--- src/rtl/vch_ram.sv ---
// Generic single-clock RAM with one write port and one registered read port.
`timescale 1ns / 1ps

module vch_ram #(
  parameter int WIDTH = 8,
  parameter int DEPTH = 16
) (
  input  logic                     clk_i,
  input  logic                     we_i,
  input  logic [$clog2(DEPTH)-1:0] waddr_i,
  input  logic [WIDTH-1:0]         wdata_i,
  input  logic [$clog2(DEPTH)-1:0] raddr_i,
  output logic [WIDTH-1:0]         rdata_o
);

  logic [WIDTH-1:0] mem [DEPTH];
  logic [WIDTH-1:0] rdata_q;

  always_ff @(posedge clk_i) begin
    if (we_i) begin
      mem[waddr_i] <= wdata_i;
    end
    rdata_q <= mem[raddr_i];
  end

  assign rdata_o = rdata_q;

endmodule

--- config.mk ---
export PLATFORM = sky130hd
export DESIGN_NAME = vch_ram
export DESIGN_NICKNAME = d
export VERILOG_FILES = /design/src/rtl/vch_ram.sv
export SDC_FILE = /design/constraint.sdc
export NUM_CORES = 1
export LEC_CHECK = 0
export ABC_AREA = 1
export BUFFER_PORTS_ARGS = -buffer_cell sky130_fd_sc_hd__clkbuf_2
export CAP_MARGIN = 20
export CORE_UTILIZATION = 55
export DETAILED_ROUTE_END_ITERATION = 12
export PLACE_DENSITY = 0.72
export SLEW_MARGIN = 10
export SYNTH_ARGS = -nofsm -noshare
export SYNTH_HDL_FRONTEND = slang
export SYNTH_SLANG_ARGS = --single-unit
--- constraint.sdc ---
create_clock -name clk_i -period 1.7 [get_ports clk_i]
set_clock_uncertainty 0.2 [all_clocks]
set_input_delay 0.17 -clock clk_i [delete_from_list [all_inputs] [get_ports clk_i]]
set_output_delay 0.17 -clock clk_i [all_outputs]
set_load 0.02 [all_outputs]
==> key figures <==
GRT
  • GRT Max-Usage Layer: met2
  • Global Route met1 Usage: 33.15%
  • Number of global-route vias before repair: 3,791
  • Met2 Usage GRT: 38.88%
  • Met3 GRT Util: 6.078%
  • Wire length of the first global-routing pass: 19,930 um
  • Gr ovfl total: 0
  • Antenna violations before repair: 0
  • Total track usage: 25.11%
  • Largest net degree at the start of global routing: 65

Layout
  • Layout net count: 626
  • # fillers: 780
  • Layout area overhead: 17.70%
  • Layout cells sized above 1: 13.04%
  • Fin area: 6788 um2
  • Ant diodes: 0

STA
  • Least-Margin Pin Slew: 0.4387 ns
  • Minimum clock period: 1.654 ns
  • Tcrit/Tclk final: 97.31%
  • Setup ws final: 0.04580 ns
  • Max Clk Rate: 604.5 MHz
  • Final setup vio count: 0
  • Max-Slew Margin vs Limit: 70.76%
  • TNS Setup: 0 ns
  • Max-slew violation count: 0
  • Final hold violation count: 0
  • RSZ-0062 raised after global routing: no

Min path
  • Worst min-delay path class: in2reg
  • Min-delay src: raddr_i[1]

Clock network
  • CTS buffer count: 17
  • CTS clk-pin slew, worst paths: 0.06 ns
  • TritonCTS clock tree: done
  • CTS Sinks: 136
  • Clock root buffer: clkbuf_8
  • Bufs on Longest Clock Path: 2
  • Clock latency on the worst-skew pair: 0.52 ns
  • H-Tree Level Count: 4

Logic synthesis
  • Synth top area cells: edfxtp_1 (67%), nand2_1 (11%), nand3_1 (8.4%)
  • FFs w/ async S/R, synth: 0%
  • Area share of fa/ha/maj cells after synthesis: 0%
  • Compound-Gate Fraction of Synth Area: 0%
  • Sequential area share after synthesis: 69.43%
  • Synth top cells by count: nand2_1 (173), edfxtp_1 (128), inv_1 (100)
  • Post-synthesis mux area share: 0%
  • Syn_area_per_cell: 10.47 um2
  • Main combinational cell family by area after synthesis: simple AND/OR/NAND/NOR gates
  • Yosys top cell by area: edfxtp_1
  • Synthesized instance count: 551
  • Number of synthesized register bits: 136
  • Most numerous cell in the Yosys netlist: nand2_1
  • Synth Area in XOR/XNOR: 0%
  • Post-synth EDFFs: 128
  • YS warnings: 0
  • Simple-Gate Fraction of Synth Area: 21.05%
  • Synthesized area: 5767 um2
  • Top-area cell type share of the netlist area: 66.65%
  • Top FF cell, synth: edfxtp_1
  • Post-Syn Nets: 569
  • Synth unique cells: 12

Critical path
  • Worst setup path startpoint: raddr_i[2]
  • Setup CP Type: in2reg
  • Crit path DAT: 1.87 ns
  • CP endpoint kind: register
  • Reg-to-reg startpoint: mem[8][6]
  • CP Max Fanout: 13
  • Nature of the critical path startpoint: input pin
  • WP data required: 1.91 ns

Die
  • Die height: 104.4 um
  • Core area: 10,230 um2
  • Die area: 10,900 um2
  • # rows: 37
  • Starting Density: 56.37%
  • Die width: 104.4 um
  • I/O pin cnt: 26

Routing
  • 1st-iter DRT viols: 300
  • Via/cell ratio: 5.177
  • Final wirelength: 12,650 um
  • Via count: 3,919
  • DR DRC count: 0
  • Routed len/inst: 16.71 um
  • Initial DRT Pass Iterations: 5
  • Remaining antenna violation count: 0

Place
  • PortBufs: 25
  • Gpl congestion: 0.8348
  • HPWL Detailed: 7805 um
  • Setup WS pre-CTS: 0.1634 ns
  • Placed cell areas: 6126 um2

Run status
  • Outcome: completed

Power and ir drop
  • Power Dens Cells: 1112 nW/um2
  • Leak Pwr: 2.979 nW
  • Total Power: 0.007545 W
  • Peak supply drop: 0.7492 mV

Run
  • Max-capacitance violation count: 0
==> layout make-up <==
type	instances	area (um2)	area share (%)
clock inverter	14	108.9	1.604
timing repair buffer	62	490.5	7.226
sequential	136	4004	58.99
multi-input combinational	289	1214	17.88
clock buffer	18	417.9	6.157
tap	136	170.2	2.507
inverter	102	382.9	5.641
==> worst paths after layout <==
check | to | slack, ns | cells after the start
setup / recovery | rdata_o[6] | 0.05 | 7
hold / removal | rdata_o[3] | 0.03 | 6
setup reg to reg | rdata_o[6] | 0.08 | 7
hold reg to reg | rdata_o[2] | 0.45 | 6
==> flip-flops by register name, summed over array words and instances, names as in the netlist <==
register,flops
mem,128
rdata_o,8
==> report_power, final <==
part           internal (W)  total (W)  switching [W]  leakage [nW]
Sequential          0.00375    0.00377      0.0000236          1.22
Clock               0.00192    0.00326        0.00134         0.259
Combinational      0.000168   0.000516       0.000348          1.50
Total               0.00583    0.00754        0.00171          2.98
==> metrics by stage <==
stage	cells	hold slack (ns)	utilization, %
5_1_grt	757	0.07217	66.34
3_3_place_gp	712	0.3556	59.88
3_5_place_dp	712	0.3542	59.88
2_1_floorplan	551	0.06887	-
4_1_cts	757	0.02398	66.30
6_report	757	0.03024	66.34
==> timing repair <==
action	CTS	global route
endpoints found under the setup margin	0	2
hold endpoints to repair	136	0
gates resized for setup	0	2
buffers inserted	0	1
hold buffers	13	0
==> cell families after synthesis <==
group | count (synthesis)
flip-flops | 136
buffers and inverters | 126
AND/OR/NAND/NOR | 289
==> critical path, cell delays in order <==
cell and delay (ns):
dlygate4sd3_1 0.52, clkbuf_2 0.16, buf_4 0.23, nand3_1 0.10, nand3_1 0.08, dlygate4sd3_1 0.56
nand2_1 0.05
==> layout by cell type (no fill, tap or decap) <==
cell type,synthesis,layout
clkbuf_8,0,1
dlygate4sd3_1,0,12
clkinv_1,0,2
clkinv_2,0,6
inv_6,0,1
inv_2,2,2
nor2_1,17,17
clkbuf_16,0,16
buf_8,0,1
buf_4,4,20
clkinv_4,0,2
nand2_1,173,173
clkbuf_2,0,25
buf_12,0,4
clkinvlp_4,0,2
bufinv_16,0,1
edfxtp_1,128,128
nand3_1,97,97
clkbuf_1,0,1
inv_1,100,100
nand3b_1,2,2
dfxtp_1,8,8
==> routing by layer <==
layer  routed length, um  vias to the layer above
met1                5283                     1855
met5                   0                        -
li1                    -                     1886
met4                 385                        0
met3                 921                       28
met2                6061                      150
Note: power is estimated with default switching activity, not from simulation.
