<file path="config.mk">
export PLATFORM = sky130hd
export DESIGN_NAME = vch_hash
export DESIGN_NICKNAME = d
export VERILOG_FILES = /design/src/rtl/vch_pkg.sv /design/src/rtl/vch_hash.sv
export SDC_FILE = /design/constraint.sdc
export NUM_CORES = 2
export LEC_CHECK = 0
export BUFFER_PORTS_ARGS = -buffer_cell sky130_fd_sc_hd__buf_2
export CELL_PAD_IN_SITES_DETAIL_PLACEMENT = 1
export CELL_PAD_IN_SITES_GLOBAL_PLACEMENT = 1
export CORE_UTILIZATION = 50
export CTS_CLUSTER_DIAMETER = 120
export DETAILED_ROUTE_END_ITERATION = 16
export PLACE_DENSITY = 0.87
export SLEW_MARGIN = 20
export SYNTH_ARGS = -nofsm -noshare
export SYNTH_HDL_FRONTEND = slang
export SYNTH_SLANG_ARGS = --single-unit
</file>
<file path="constraint.sdc">
create_clock -name clk_i -period 15.6 [get_ports clk_i]
set_input_delay 1.56 -clock clk_i [delete_from_list [all_inputs] [get_ports clk_i]]
set_output_delay 1.56 -clock clk_i [all_outputs]
set_load 0.03 [all_outputs]
</file>
<file path="src/rtl/vch_pkg.sv">
// Shared widths, codes and hash constants of the voxel coordinate hash table.
`timescale 1ns / 1ps

package vch_pkg;

  localparam int REQ_TYPE_W = 2;
  localparam int COORD_W    = 16;
  localparam int ENTRY_W    = 24;
  localparam int RESULT_W   = 24;
  localparam int CFG_W      = 4;
  localparam int KEY_W      = 4 * COORD_W;

  localparam int TABLE_DEPTH_DEF = 4096;
  localparam int VALUE_BITS_DEF  = 24;

  localparam logic [CFG_W-1:0] CFG_RESET = 4'd12;

  localparam logic [REQ_TYPE_W-1:0] REQ_INSERT = 2'd0;
  localparam logic [REQ_TYPE_W-1:0] REQ_LOOKUP = 2'd1;
  localparam logic [REQ_TYPE_W-1:0] REQ_CLEAR  = 2'd2;

  localparam logic [KEY_W-1:0] MIX_C1 = 64'hbf58476d1ce4e5b9;
  localparam logic [KEY_W-1:0] MIX_C2 = 64'h94d049bb133111eb;

endpackage

</file>
<file path="src/rtl/vch_hash.sv">
// Iterative splitmix64 finalizer built around one shared 32x32 multiplier.
`timescale 1ns / 1ps

module vch_hash (
  input  logic                      clk_i,
  input  logic                      rst_ni,
  input  logic                      start_i,
  input  logic [vch_pkg::KEY_W-1:0] key_i,
  output logic                      done_o,
  output logic [vch_pkg::KEY_W-1:0] hash_o
);

  localparam int HW = vch_pkg::KEY_W / 2;

  logic                      busy_q;
  logic [2:0]                step_q;
  logic                      done_q;
  logic [vch_pkg::KEY_W-1:0] a_q;
  logic [vch_pkg::KEY_W-1:0] acc_q;
  logic [vch_pkg::KEY_W-1:0] acc_d;
  logic [vch_pkg::KEY_W-1:0] hash_q;
  logic [vch_pkg::KEY_W-1:0] mult_c;
  logic [HW-1:0]             op_a;
  logic [HW-1:0]             op_b;
  logic [vch_pkg::KEY_W-1:0] prod;

  // Each 64-bit product keeps its low half: lo*lo, then the two cross terms.
  always_comb begin
    mult_c = (step_q >= 3'd3) ? vch_pkg::MIX_C2 : vch_pkg::MIX_C1;
    op_a   = a_q[HW-1:0];
    op_b   = mult_c[HW-1:0];
    case (step_q)
      3'd1, 3'd4: op_a = a_q[vch_pkg::KEY_W-1:HW];
      3'd2, 3'd5: op_b = mult_c[vch_pkg::KEY_W-1:HW];
      default: ;
    endcase
    prod = vch_pkg::KEY_W'(op_a) * vch_pkg::KEY_W'(op_b);
    case (step_q)
      3'd0, 3'd3: acc_d = prod;
      default:    acc_d = {acc_q[vch_pkg::KEY_W-1:HW] + prod[HW-1:0], acc_q[HW-1:0]};
    endcase
  end

  always_ff @(posedge clk_i or negedge rst_ni) begin
    if (!rst_ni) begin
      busy_q <= 1'b0;
      step_q <= '0;
      done_q <= 1'b0;
    end else begin
      if (start_i) begin
        busy_q <= 1'b1;
        step_q <= '0;
      end else if (busy_q) begin
        step_q <= step_q + 3'd1;
        if (step_q == 3'd5) begin
          busy_q <= 1'b0;
        end
      end
      done_q <= !start_i && busy_q && (step_q == 3'd5);
    end
  end

  always_ff @(posedge clk_i) begin
    if (start_i) begin
      a_q <= key_i ^ (key_i >> 30);
    end else if (busy_q) begin
      acc_q <= acc_d;
      if (step_q == 3'd2) begin
        a_q <= acc_d ^ (acc_d >> 27);
      end
      if (step_q == 3'd5) begin
        hash_q <= acc_d ^ (acc_d >> 31);
      end
    end
  end

  assign done_o = done_q;
  assign hash_o = hash_q;

endmodule
</file>
==> out/summary.txt <==
Core Rows: 103
share of the synthesized area in the top cell type: 41.44%
grt met3 use: 7.705%
CP max stage cell: ha_1
Antenna Cells: 0
clk sinks: 197
Yosys cell types: 80
grt total ovfl: 0
1st-iter DRT viols: 2,759
synth warn: 0
Max Clk Rate: 75.85 MHz
Post-synth EDFFs: 192
post-route ant nets: 0
clock skew: 0.01310 ns
CTS root buf: clkbuf_16
DP Area: 41,820 um2
Final Slew Violations: 0
final instance area: 42,430 um2
Primary FF master, synth: edfxtp_1
HPWL Detailed: 125,400 um
Inserted Clock Buffers: 17
Rel. slew slack: 18.44%
# hold bufs at CTS: 0
Post-Syn Nets: 5,182
Max clock buf depth: 2
I/O pins: 132
CP required: 15.80 ns
layout cells sized above 1: 7.782%
DRT Pass-1 Iters: 5
Crit Path Class: flip-flop to flip-flop
Area Growth Syn to Fin: 6.346%
Worst Hold Class: flip-flop to flip-flop
Top Usage Layer GRT: met2
Slew @ Worst Pin: 1.223 ns
global-route met1 utilization: 47.38%
Yosys reg bits: 197
Final Hold Fails: 0
Mapped Cells: 3,921
post-CTS setup buffers: 0
Post-synth ARST share: 2.538%
GRT Util Overall: 37.21%
first-pass GRT wire length: 218,800 um
drt drc: 0
Final Cycle Share: 84.51%
CTS tree: built
worst skew pair latency: 0.47 ns
Setup TNS Final: 0 ns
vias per cell: 5.926
Syn Area/Cell: 10.18 um2
Layout Nets: 5,270
endpoint class of the critical path: flip-flop
Worst path max stage delay: 1.05 ns
Synth area leader: fa_1
Max Cap Violations: 0
Total Routed Length: 146,800 um
FF-to-FF setup slack: 2.42 ns
Setup-failing EPs final: 0
largest net degree at the start of global routing: 75
Die ar.: 80,940 um2
die width: 284.5 um
# port buffers: 131
clock slew at reported path FFs: 0.08 ns
crit path max fanout: 29
top cells by area, synth: fa_1 (41%), edfxtp_1 (14%), ha_1 (12%), inv_1 (9.3%), nor2_1 (3.0%)
Post-Syn Area: 39,900 um2
H-tree levels: 4
startpoint class of the critical path: flip-flop
sequential-to-total area share from yosys stat: 14.76%
core area: 79,000 um2
vias in the first global route: 33,880
WL/cell: 28.94 um
final RePlAce weighted congestion: 1.037
crit path time final: 13.18 ns
commonest non-fill, non-tap cell in the layout: inv_1
status: finished clean
fin util: 53.71%
Crit path arrival time: 13.39 ns
most frequent cells in the layout: inv_1 (987), fa_1 (826), ha_1 (367)
M2 GR Usage: 60.46%
antenna violations before repair: 1
Post-CTS Resized: 0
RSZ-0062 raised after global routing: no
vias: 30,060
Initial Utilization: 50.51%
die span in y: 284.5 um
[logic make-up (layout without fill, tap and decap cells)]
kind of cell / count (synthesis) / count (layout) / share of synthesized area [%]
XOR/XNOR: 200 / 200 / 4.390
AND/OR/NAND/NOR: 727 / 727 / 8.156
AO/OA/AOI/OAI: 408 / 408 / 6.651
adder cells (fa/ha/maj): 1194 / 1194 / 52.98
multiplexers: 95 / 95 / 2.593
flip-flops: 197 / 197 / 14.76
buffers and inverters: 1100 / 1201 / 10.47
[per-layer routing]
metal | part of all wire (%) | vias up | wire length [um]
met2 | 47 | 1738 | 69310
met5 | 0.0055 | - | 8
met1 | 37 | 15690 | 54760
met3 | 9.6 | 400 | 14050
li1 | - | 12220 | -
met4 | 5.9 | 2 | 8652
[sequential cells by signal, indices dropped and copies added (netlist names)]
name	count
step_q	3
hash_o	64
a_q	64
done_o	1
busy_q	1
acc_q	64
[final cells by class]
type / instances / area, um2
tap: 1050 / 1314
sequential: 197 / 5891
fill: 8764 / 36570
multi-input combinational: 2624 / 29920
clock inverter: 14 / 168.9
timing repair buffer: 171 / 958.4
clock buffer: 18 / 439.2
inverter: 998 / 3746
[critical path: cells and delay by family, from the launching register on]
kind,cells,cell delay [ns]
and+or+nand+nor,7,1.24
xor gates and xnor gates,2,0.89
buffers and inverters,10,1.68
adders and majority gates,12,6.32
AOI/OAI and AO/OA,10,2.25
DFF,1,0.51
[through the flow]
stage               setup WS [ns]  std cells  hold WS (ns)
floorplan                   5.128       3921        0.5583
global placement            2.606       5040        0.5911
detailed placement          2.857       5040        0.6184
CTS                         2.729       5072        0.6418
global route                2.089       5072        0.6739
finish                      2.417       5072        0.6338
[cells in the mapped netlist, types with 15 or more instances]
| master | count |
|---|---|
| clkbuf_1 | 75 |
| nor3_1 | 15 |
| mux2i_1 | 48 |
| a21o_1 | 44 |
| xnor2_1 | 120 |
| mux2_2 | 44 |
| nor2b_1 | 24 |
| nand2_1 | 198 |
| nand4_1 | 26 |
| xor2_1 | 80 |
| edfxtp_1 | 192 |
| nand2b_1 | 43 |
| o21ai_1 | 20 |
| nor2_1 | 314 |
| and2_1 | 59 |
| o21bai_1 | 17 |
| fa_1 | 826 |
| buf_2 | 16 |
| inv_1 | 988 |
| a21oi_1 | 113 |
| o21ai_0 | 89 |
| ha_1 | 368 |
[worst paths after layout]
check                           cells past startpoint   endpoint      start
max in group asynchronous                           1  step_q[0]     rst_ni
min in group asynchronous                           1     done_o     rst_ni
worst max register to register                     41    a_q[35]  step_q[2]
worst min register to register                      2  acc_q[14]  acc_q[14]
worst max-delay path                               41    a_q[35]  step_q[2]
worst min-delay path                                2  acc_q[14]  acc_q[14]
Power is left out: the tool's default activity adds up to more than one toggle a clock period on the data nets, which glitch-free logic cannot reach.
